## config.mk

```make
export PLATFORM = sky130hd
export DESIGN_NAME = mtq_front
export DESIGN_NICKNAME = d
export VERILOG_FILES = /design/src/design/max_tracking_queue_top_defines.svh /design/src/design/mtq_pkg.sv /design/src/design/mtq_front.sv
export SDC_FILE = /design/constraint.sdc
export NUM_CORES = 1
export LEC_CHECK = 0
export ABC_AREA = 1
export BUFFER_PORTS_ARGS = -buffer_cell sky130_fd_sc_hd__buf_2
export CORE_MARGIN = 3
export CORE_UTILIZATION = 47
export DETAILED_ROUTE_END_ITERATION = 6
export PLACE_DENSITY = 0.83
export SYNTH_ARGS = -nofsm -noshare
export SYNTH_HDL_FRONTEND = slang
export SYNTH_SLANG_ARGS = --single-unit
```

## constraint.sdc

```tcl
create_clock -name clk_i -period 2 [get_ports clk_i]
set_clock_uncertainty 0.15 [all_clocks]
set_input_delay 0.4 -clock clk_i [delete_from_list [all_inputs] [get_ports clk_i]]
set_output_delay 0.4 -clock clk_i [all_outputs]
set_load 0.005 [all_outputs]
```

## src/design/max_tracking_queue_top_defines.svh

```systemverilog
// ----------------------------------------------------------------------------
// Max tracking queue assertion macros
// Shared concurrent assertion helpers for the queue design.
// ----------------------------------------------------------------------------
`ifndef MAX_TRACKING_QUEUE_TOP_DEFINES_SVH
`define MAX_TRACKING_QUEUE_TOP_DEFINES_SVH

// Check that a condition implies a consequence in the same cycle.
`define MTQ_ASSERT_IMP(lbl, clk, rstn, ante, cons) \
  lbl: assert property (@(posedge clk) disable iff (!rstn) (ante) |-> (cons)) \
    else $error("assertion failed");

// Check that a condition implies a consequence in the next cycle.
`define MTQ_ASSERT_NEXT(lbl, clk, rstn, ante, cons) \
  lbl: assert property (@(posedge clk) disable iff (!rstn) (ante) |=> (cons)) \
    else $error("assertion failed");

`endif

```

## src/design/mtq_pkg.sv

```systemverilog
// ----------------------------------------------------------------------------
// Max tracking queue package
// Shared widths, codes and helpers.
// ----------------------------------------------------------------------------
package mtq_pkg;

  localparam int unsigned Depth = 1024;
  localparam int unsigned AddrW = $clog2(Depth);
  localparam int unsigned CntW  = $clog2(Depth + 1);

  typedef enum logic [1:0] {
    MODE_ENQ  = 2'd0,
    MODE_DEQ  = 2'd1,
    MODE_INSP = 2'd2,
    MODE_RSVD = 2'd3
  } mode_e;

  typedef enum logic [1:0] {
    ST_OK    = 2'd0,
    ST_EMPTY = 2'd1,
    ST_FULL  = 2'd2,
    ST_RSVD  = 2'd3
  } status_e;

  typedef enum logic [2:0] {
    BK_IDLE,
    BK_XFER_RD,
    BK_XFER_WR,
    BK_POP,
    BK_RESP
  } bk_state_e;

  typedef struct packed {
    mode_e       mode;
    logic [31:0] value;
  } cmd_t;

  function automatic logic [31:0] smax(input logic [31:0] a, input logic [31:0] b);
    smax = ($signed(a) >= $signed(b)) ? a : b;
  endfunction

endpackage

```

## src/design/mtq_front.sv

```systemverilog
// ----------------------------------------------------------------------------
// Max tracking queue front end
// Accepts commands and holds them in a two-entry queue.
// ----------------------------------------------------------------------------
module mtq_front (
  input  logic          clk_i,
  input  logic          rst_ni,
  input  logic          start_i,
  input  logic [1:0]    mode_i,
  input  logic [31:0]   value_i,
  output logic          busy_o,
  output logic          cmd_valid_o,
  output mtq_pkg::cmd_t cmd_o,
  input  logic          cmd_pop_i
);

  mtq_pkg::cmd_t fifo_q [2];
  logic          rd_ptr_q, rd_ptr_d, wr_ptr_q, wr_ptr_d;
  logic [1:0]    cnt_q, cnt_d;
  logic          push;

  assign busy_o      = (cnt_q == 2'd2);
  assign push        = start_i && !busy_o;
  assign cmd_valid_o = (cnt_q != 2'd0);
  assign cmd_o       = fifo_q[rd_ptr_q];

  always_comb begin
    rd_ptr_d = rd_ptr_q ^ cmd_pop_i;
    wr_ptr_d = wr_ptr_q ^ push;
    cnt_d    = cnt_q + {1'b0, push} - {1'b0, cmd_pop_i};
  end

  always_ff @(posedge clk_i or negedge rst_ni) begin
    if (!rst_ni) begin
      rd_ptr_q <= 1'b0;
      wr_ptr_q <= 1'b0;
      cnt_q    <= 2'd0;
    end else begin
      rd_ptr_q <= rd_ptr_d;
      wr_ptr_q <= wr_ptr_d;
      cnt_q    <= cnt_d;
    end
  end

  always_ff @(posedge clk_i) begin
    if (push) begin
      fifo_q[wr_ptr_q] <= '{mode: mtq_pkg::mode_e'(mode_i), value: value_i};
    end
  end

endmodule

```

==> summary.md, run 1 <==
| Metric | Value |
|---|---|
| Final period util | `0.943` |
| Via density | `4.56` |
| Total wire length | `4370 um` |
| Syn Area/Cell | `13.7 um^2` |
| Die Area | `6890 um^2` |
| Core area | `5610 um^2` |
| CP Max Fanout | `31` |
| Critical Path End Type | `output port` |
| Overall global routing resource usage | `0.134` |
| Vias | `1649` |
| Die Width | `83.0 um` |
| Delay-heaviest family, CP | `flip-flops` |
| Lkg Pwr | `1.50 nW` |
| Detailed placer's ending HPWL | `2980 um` |
| Worst R2R End | `fifo_q[0][28]` |
| Initial Utilization | `0.497` |
| Crit-path slowest cell | `dfrtp_2` |
| Root Driver | `clkbuf_8` |
| RSZ-0062 raised after global routing | `no` |
| Maximum VDD drop | `0.709 mV` |
| Area of the multi-input gates | `423 um^2` |
| Worst min path class | `in2reg` |
| Initial antenna violation count | `1` |
| Synthesized area | `2790 um^2` |
| IO buf count | `73` |
| Worst R2R Setup Slack | `0.35 ns` |
| Ports | `74` |
| Final hold slack | `0.106 ns` |
| Avg WL per Cell | `12.1 um` |
| Worst Setup Path Type | `reg2out` |
| Initial DRC Count | `54` |
| Reg clk slew, reported paths | `0.07 ns` |
| Setup TNS | `0 ns` |
| Slowest stage delay, CP | `0.41 ns` |
| Least-Margin Pin Slew | `0.298 ns` |
| Die height | `83.0 um` |
| Fraction of the yosys area taken by sequential cells | `0.768` |
| GPL Wtd Cong | `0.696` |
| Cell accounting for the most synthesized area | `edfxtp_1` |
| Worst Hold Depth | `1` |
| Post-layout util | `0.608` |
| Global route overflow | `0` |
| First-pass GRT wire length | `7090 um` |
| DRT antenna net count | `0` |
| Layout cells sized above 1 | `0.348` |
| Largest net degree at the start of global routing | `39` |
| Vias in the first global route | `1630` |
| Fin. Hold Viols | `0` |
| Area delta synth->final | `22.3%` |
| CP bufs+invs | `2` |
| Max-cap viol count | `0` |
| Reg area | `2140 um^2` |
| Slew Viols, Final | `0` |
| Worst hold start | `value_i[31]` |
| CTS Buf Count | `9` |
| Nets@finish | `328` |
| Synthesis Warnings | `0` |
| Unique masters post-synth | `16` |
| Setup Fix Bufs, Post-CTS | `0` |
| ANT cells | `0` |
| Yosys reg bits | `72` |
| Worst Hold Path EP | `fifo_q[1][31]` |
| # rows | `27` |
| Yosys top cell area share | `0.732` |
| Clk buf depth | `2` |
| Skew-Pair Late Insertion Delay | `0.33 ns` |
| CP Launch Type | `flip-flop` |
| Clock Sinks | `72` |
| DRC | `0` |
| Fill cells | `451` |
| RR Startpoint | `cnt_q[1]` |
| Cells after synthesis | `203` |
| DRT Pass-1 Iters | `2` |
| Arrival time worst endpoint | `1.34 ns` |
| Final setup fails | `0` |
| Fin crit period | `1.89 ns` |
| Total power | `4.54 mW` |
| Power per cell area | `1330 nW/um^2` |
| Main area contributors after synthesis | `edfxtp_1 (73%), inv_1 (5.5%), nand2_1 (5.2%)` |
| Peak Freq | `530 MHz` |
| Synthesized Nets | `245` |
| CTS tree | `built` |
| Worst slew margin | `0.801` |
| Ordered cell list for the critical path | `buf_4 > o21ai_0 > buf_2` |
| H-tree lvl count | `3` |
| Crit path required time | `1.45 ns` |
| Status | `finished, final reports clean` |
| R2R cell count | `5` |
[sequential cells by signal, summed over array words and instances (netlist names)]
name      cells
wr_ptr_q      1
fifo_q       68
rd_ptr_q      1
cnt_q         2
[how the worst max path moves through the flow]
| stage | start | endpoint | cells past startpoint |
|---|---|---|---|
| floorplan | cnt_q[1] | fifo_q[1][0] | 4 |
| global placement | start_i | fifo_q[0][19] | 5 |
| detailed placement | cnt_q[1] | fifo_q[0][19] | 5 |
| finish | rd_ptr_q | cmd_o[15] | 3 |
| CTS | rd_ptr_q | cmd_o[2] | 4 |
| global route | rd_ptr_q | cmd_o[15] | 3 |
[kinds of logic (layout without fill, tap and decap cells)]
kind of cell / after synthesis / after routing / synth area share
and+or+nand+nor: 42 / 42 / 0.0579
DFF: 72 / 72 / 0.768
adders and majority gates: 4 / 4 / 0.0179
AOI/OAI and AO/OA: 35 / 35 / 0.0709
xor gates and xnor gates: 1 / 1 / 0.00314
buffers and inverters: 49 / 136 / 0.0821
[report_power, final]
part / switching (mW) / total, mW / leakage (nW) / internal, mW
logic: 0.806 / 1.35 / 0.728 / 0.549
clock network: 0.478 / 1.03 / 0.0914 / 0.552
registers: 0.0902 / 2.16 / 0.679 / 2.06
total: 1.37 / 4.54 / 1.50 / 3.17
[timing repair]
item	4_1_cts	5_1_grt
resized for setup	0	1
setup endpoints to repair	0	8
hold endpoints to repair	4	0
hold buffers	1	0
[cell usage in the layout, fill, tap and decap left out, drive strengths merged]
cell         netlist  layout
buf                8      79
edfxtp            68      68
inv               41      41
nand2             39      39
o21ai             35      35
clkbuf             0       9
clkinv             0       5
dfrtp              4       4
ha                 4       4
nor2               1       1
nand3              1       1
or2                1       1
xor2               1       1
bufinv             0       1
dlygate4sd3        0       1
[layout make-up]
class,instances,area share
sequential,72,0.629
timing repair buffer,80,0.124
multi-input combinational,82,0.124
inverter,41,0.0451
clock buffer,9,0.0363
tap,72,0.0264
clock inverter,6,0.0150
[metrics by stage]
stage / cell area, um^2 / cells / setup slack, ns
3_3_place_gp: 3220 / 346 / 0.377
2_1_floorplan: 2790 / 203 / -0.0406
5_1_grt: 3410 / 362 / 0.000169
4_1_cts: 3410 / 362 / 0.0302
3_5_place_dp: 3220 / 346 / 0.351
6_report: 3410 / 362 / 0.114
[synth_stat cells (all sizes together)]
cell and instances:
inv 41, xor2 1, ha 4, or2 1, buf 8, dfrtp 4, nor2 1, edfxtp 68
nand3 1, o21ai 35, nand2 39
[metal layers]
layer,vias to the layer above,track usage,share of wire
met2,49,0.227,0.51
met1,744,0.148,0.41
met4,2,0.0847,0.020
met5,-,0,0.0046
li1,842,-,-
met3,12,0.0377,0.056
Note: power is estimated with default switching activity, not from simulation.
==> run 2: changes to the inputs <==
CORE_MARGIN = 1.5   (was 3)
clock period = 1.63 ns   (was 2 ns; I/O delays follow)
==> run 2 against run 1 <==
  * The run now ends with setup timing left
  * Cell area up 6.9%
  * Highest routed layer is now met4
  * Cell count up 0.83%
  * Combinational power up 49%
  * Sequential power up 23%
  * Flip-flop and latch count unchanged
  * Die area down 7.1%
  * Via count unchanged
  * Worst hold slack worse by 0.075 ns
  * Sequential share of layout area down 4.0 points
  * First-iteration DRC count up 22%
  * Largest power group unchanged
  * Global-route usage up 1.6 points
==> summary.md, run 2 (synthesis gave the netlist of run 1 again) <==
| Metric | Value |
|---|---|
| Slew Viols, Final | `0 (unchanged)` |
| Regs by FF count | `fifo_q x68, cnt_q x2 (unchanged)` |
| Largest net degree at the start of global routing | `39 (unchanged)` |
| Max-cap viol count | `0 (unchanged)` |
| RR Startpoint | `cnt_q[1] (unchanged)` |
| Worst Setup Path Type | `reg2out (unchanged)` |
| IO buf count | `73 (unchanged)` |
| Switching share of power | `0.275 (was 0.303)` |
| Non-filler cells, final | `365 (was 362)` |
| Biggest register | `fifo_q (unchanged)` |
| Total power | `6.59 mW (was 4.54 mW)` |
| Via density | `4.52 (was 4.56)` |
| Worst min path class | `in2reg (unchanged)` |
| DRC | `0 (unchanged)` |
| Initial antenna violation count | `0 (was 1)` |
| First-pass GRT wire length | `6760 um (was 7090 um)` |
| Initial DRC Count | `66 (was 54)` |
| CTS Buf Count | `9 (unchanged)` |
| Dpl ws | `0.0778 ns (was 0.351 ns)` |
| DRT Pass-1 Iters | `4 (was 2)` |
| Fin crit period | `1.73 ns` |
| Skew-Pair Late Insertion Delay | `0.33 ns (about the same)` |
| Area delta synth->final | `30.6% (was 22.3%)` |
| NetSw | `1.81 mW (was 1.37 mW)` |
| Worst slew margin | `0.888 (was 0.801)` |
| Max reg flops | `68 (unchanged)` |
| Peak Freq | `577 MHz` |
| Violated checks | `setup timing` |
| Final WS setup | `-0.102 ns (was 0.114 ns)` |
| CTS tree | `built (unchanged)` |
| DRT antenna net count | `0 (unchanged)` |
| Power per cell area | `1810 nW/um^2 (was 1330 nW/um^2)` |
| Status | `finished, violations left (was finished, final reports clean)` |
| Arrival time worst endpoint | `1.26 ns (was 1.34 ns)` |
| Global route overflow | `0 (unchanged)` |
| # rows | `27 (unchanged)` |
| GPL Wtd Cong | `0.646 (was 0.696)` |
| Most frequent cells in the layout | `buf_2 (73), edfxtp_1 (68), inv_1 (41) (unchanged)` |
| Design area | `3640 um^2 (was 3410 um^2)` |
| Maximum VDD drop | `1.08 mV (was 0.709 mV)` |
| RSZ-0062 raised after global routing | `yes (was no)` |
| Die Area | `6400 um^2 (was 6890 um^2)` |
| Total wire length | `4320 um (was 4370 um)` |
| Vias | `1649 (unchanged)` |
| Critical Path End Type | `output port (unchanged)` |
| Cells after DPL | `346 (unchanged)` |
| Nets@finish | `330 (was 328)` |
| Final setup fails | `34 (was 0)` |
| Seq pwr share | `0.403 (was 0.475)` |
| Detailed placer's ending HPWL | `2920 um (was 2980 um)` |
| Cell Int Power | `4.78 mW (was 3.17 mW)` |
| Die height | `80.0 um (was 83.0 um)` |
| Crit path from | `rd_ptr_q (unchanged)` |
| Final period util | `1.06` |
| Most common cell after layout, fill and taps aside | `buf_2 (unchanged)` |
| ANT cells | `0 (unchanged)` |
| Avg WL per Cell | `11.8 um (was 12.1 um)` |
| Setup TNS | `-2.02 ns (was 0 ns)` |
| CP Launch Type | `flip-flop (unchanged)` |
| Die Width | `80.0 um (was 83.0 um)` |
| Clk buf depth | `2 (unchanged)` |
| Comb pwr share | `0.305 (was 0.298)` |
| H-tree lvl count | `3 (unchanged)` |
| Least-Margin Pin Slew | `0.166 ns (was 0.298 ns)` |
| Placed inst area | `3300 um^2 (was 3220 um^2)` |
| Root Driver | `clkbuf_8 (unchanged)` |
| CP Max Fanout | `38 (was 31)` |
| Ports | `74 (unchanged)` |
| Clock Sinks | `72 (unchanged)` |
| Fin. Hold Viols | `0 (unchanged)` |
| Layout cells sized above 1 | `0.396 (was 0.348)` |
| Initial Utilization | `0.497 (unchanged)` |
| Clock share of power | `0.292 (was 0.227)` |
| Core area | `5610 um^2 (unchanged)` |
| Overall global routing resource usage | `0.150 (was 0.134)` |
| Worst hold start | `value_i[8] (was value_i[31])` |
| Vias in the first global route | `1550 (was 1630)` |
| Reg clk slew, reported paths | `0.07 ns (about the same)` |
| Crit path required time | `1.15 ns (was 1.45 ns)` |
| Lkg Pwr | `1.59 nW (was 1.50 nW)` |
-- run 2: changes by cell type in the layout (fill, tap and decap cells not counted), moves of 3 or more --
cell / delta
buf_12: +6
buf_4: -3
bufinv_16: +4
clkinv_1: -3
o21ai_0: -23
o21ai_1: +13
o21ai_2: +10
-- run 2: worst max-delay path: stages (launching register included) --
cell	delay [ns]
dfrtp_2	0.44
buf_12	0.18
o21ai_1	0.17
buf_2	0.13
-- run 2: worst paths after layout --
kind	end	slack, ns	cells after the start
min in group asynchronous	wr_ptr_q	0.17	2
max in group asynchronous	rd_ptr_q	1.02	2
min reg2reg	wr_ptr_q	0.51	3
max reg2reg	fifo_q[1][18]	0.10	5
min	fifo_q[1][8]	0.03	1
max	cmd_o[19]	-0.10	3
-- run 2: repair_timing --
action | CTS | global route
setup endpoints to repair | 35 | 63
gates resized for setup | 29 | 5
gates cloned | 0 | 0
pin swaps | 1 | 0
buffers inserted | 2 | 0
hold endpoints to repair | 4 | 0
hold buffers | 1 | 0
-- run 2: layout make-up --
| type | instances | area [um^2] |
|---|---|---|
| clock inverter | 6 | 155 |
| fill | 424 | 1960 |
| sequential | 72 | 2140 |
| multi-input combinational | 82 | 463 |
| timing repair buffer | 82 | 510 |
| inverter | 41 | 154 |
| clock buffer | 10 | 128 |
| tap | 72 | 90.1 |
-- run 2: routing by layer --
layer,track usage,wire length (um),up-vias
li1,-,-,849
met5,0,0,-
met2,0.262,2350,48
met4,0.0621,55,0
met1,0.160,1670,746
met3,0.0594,238,6
-- run 2: power by group through the flow --
stage | clock network, mW | logic [mW] | registers (mW)
after floorplan | 0 | 1.10 | 2.66
after global placement | 0 | 1.82 | 2.68
after detailed placement | 0 | 1.86 | 2.70
after CTS | 1.97 | 2.04 | 2.66
after global routing | 2.04 | 2.26 | 2.69
final | 1.93 | 2.01 | 2.66
-- run 2: metrics by stage --
stage,util,hold WS (ns)
floorplan,-,-0.120
global placement,0.588,-0.00929
detailed placement,0.588,-0.00867
CTS,0.649,0.00361
global route,0.650,0.00550
finish,0.650,0.0308
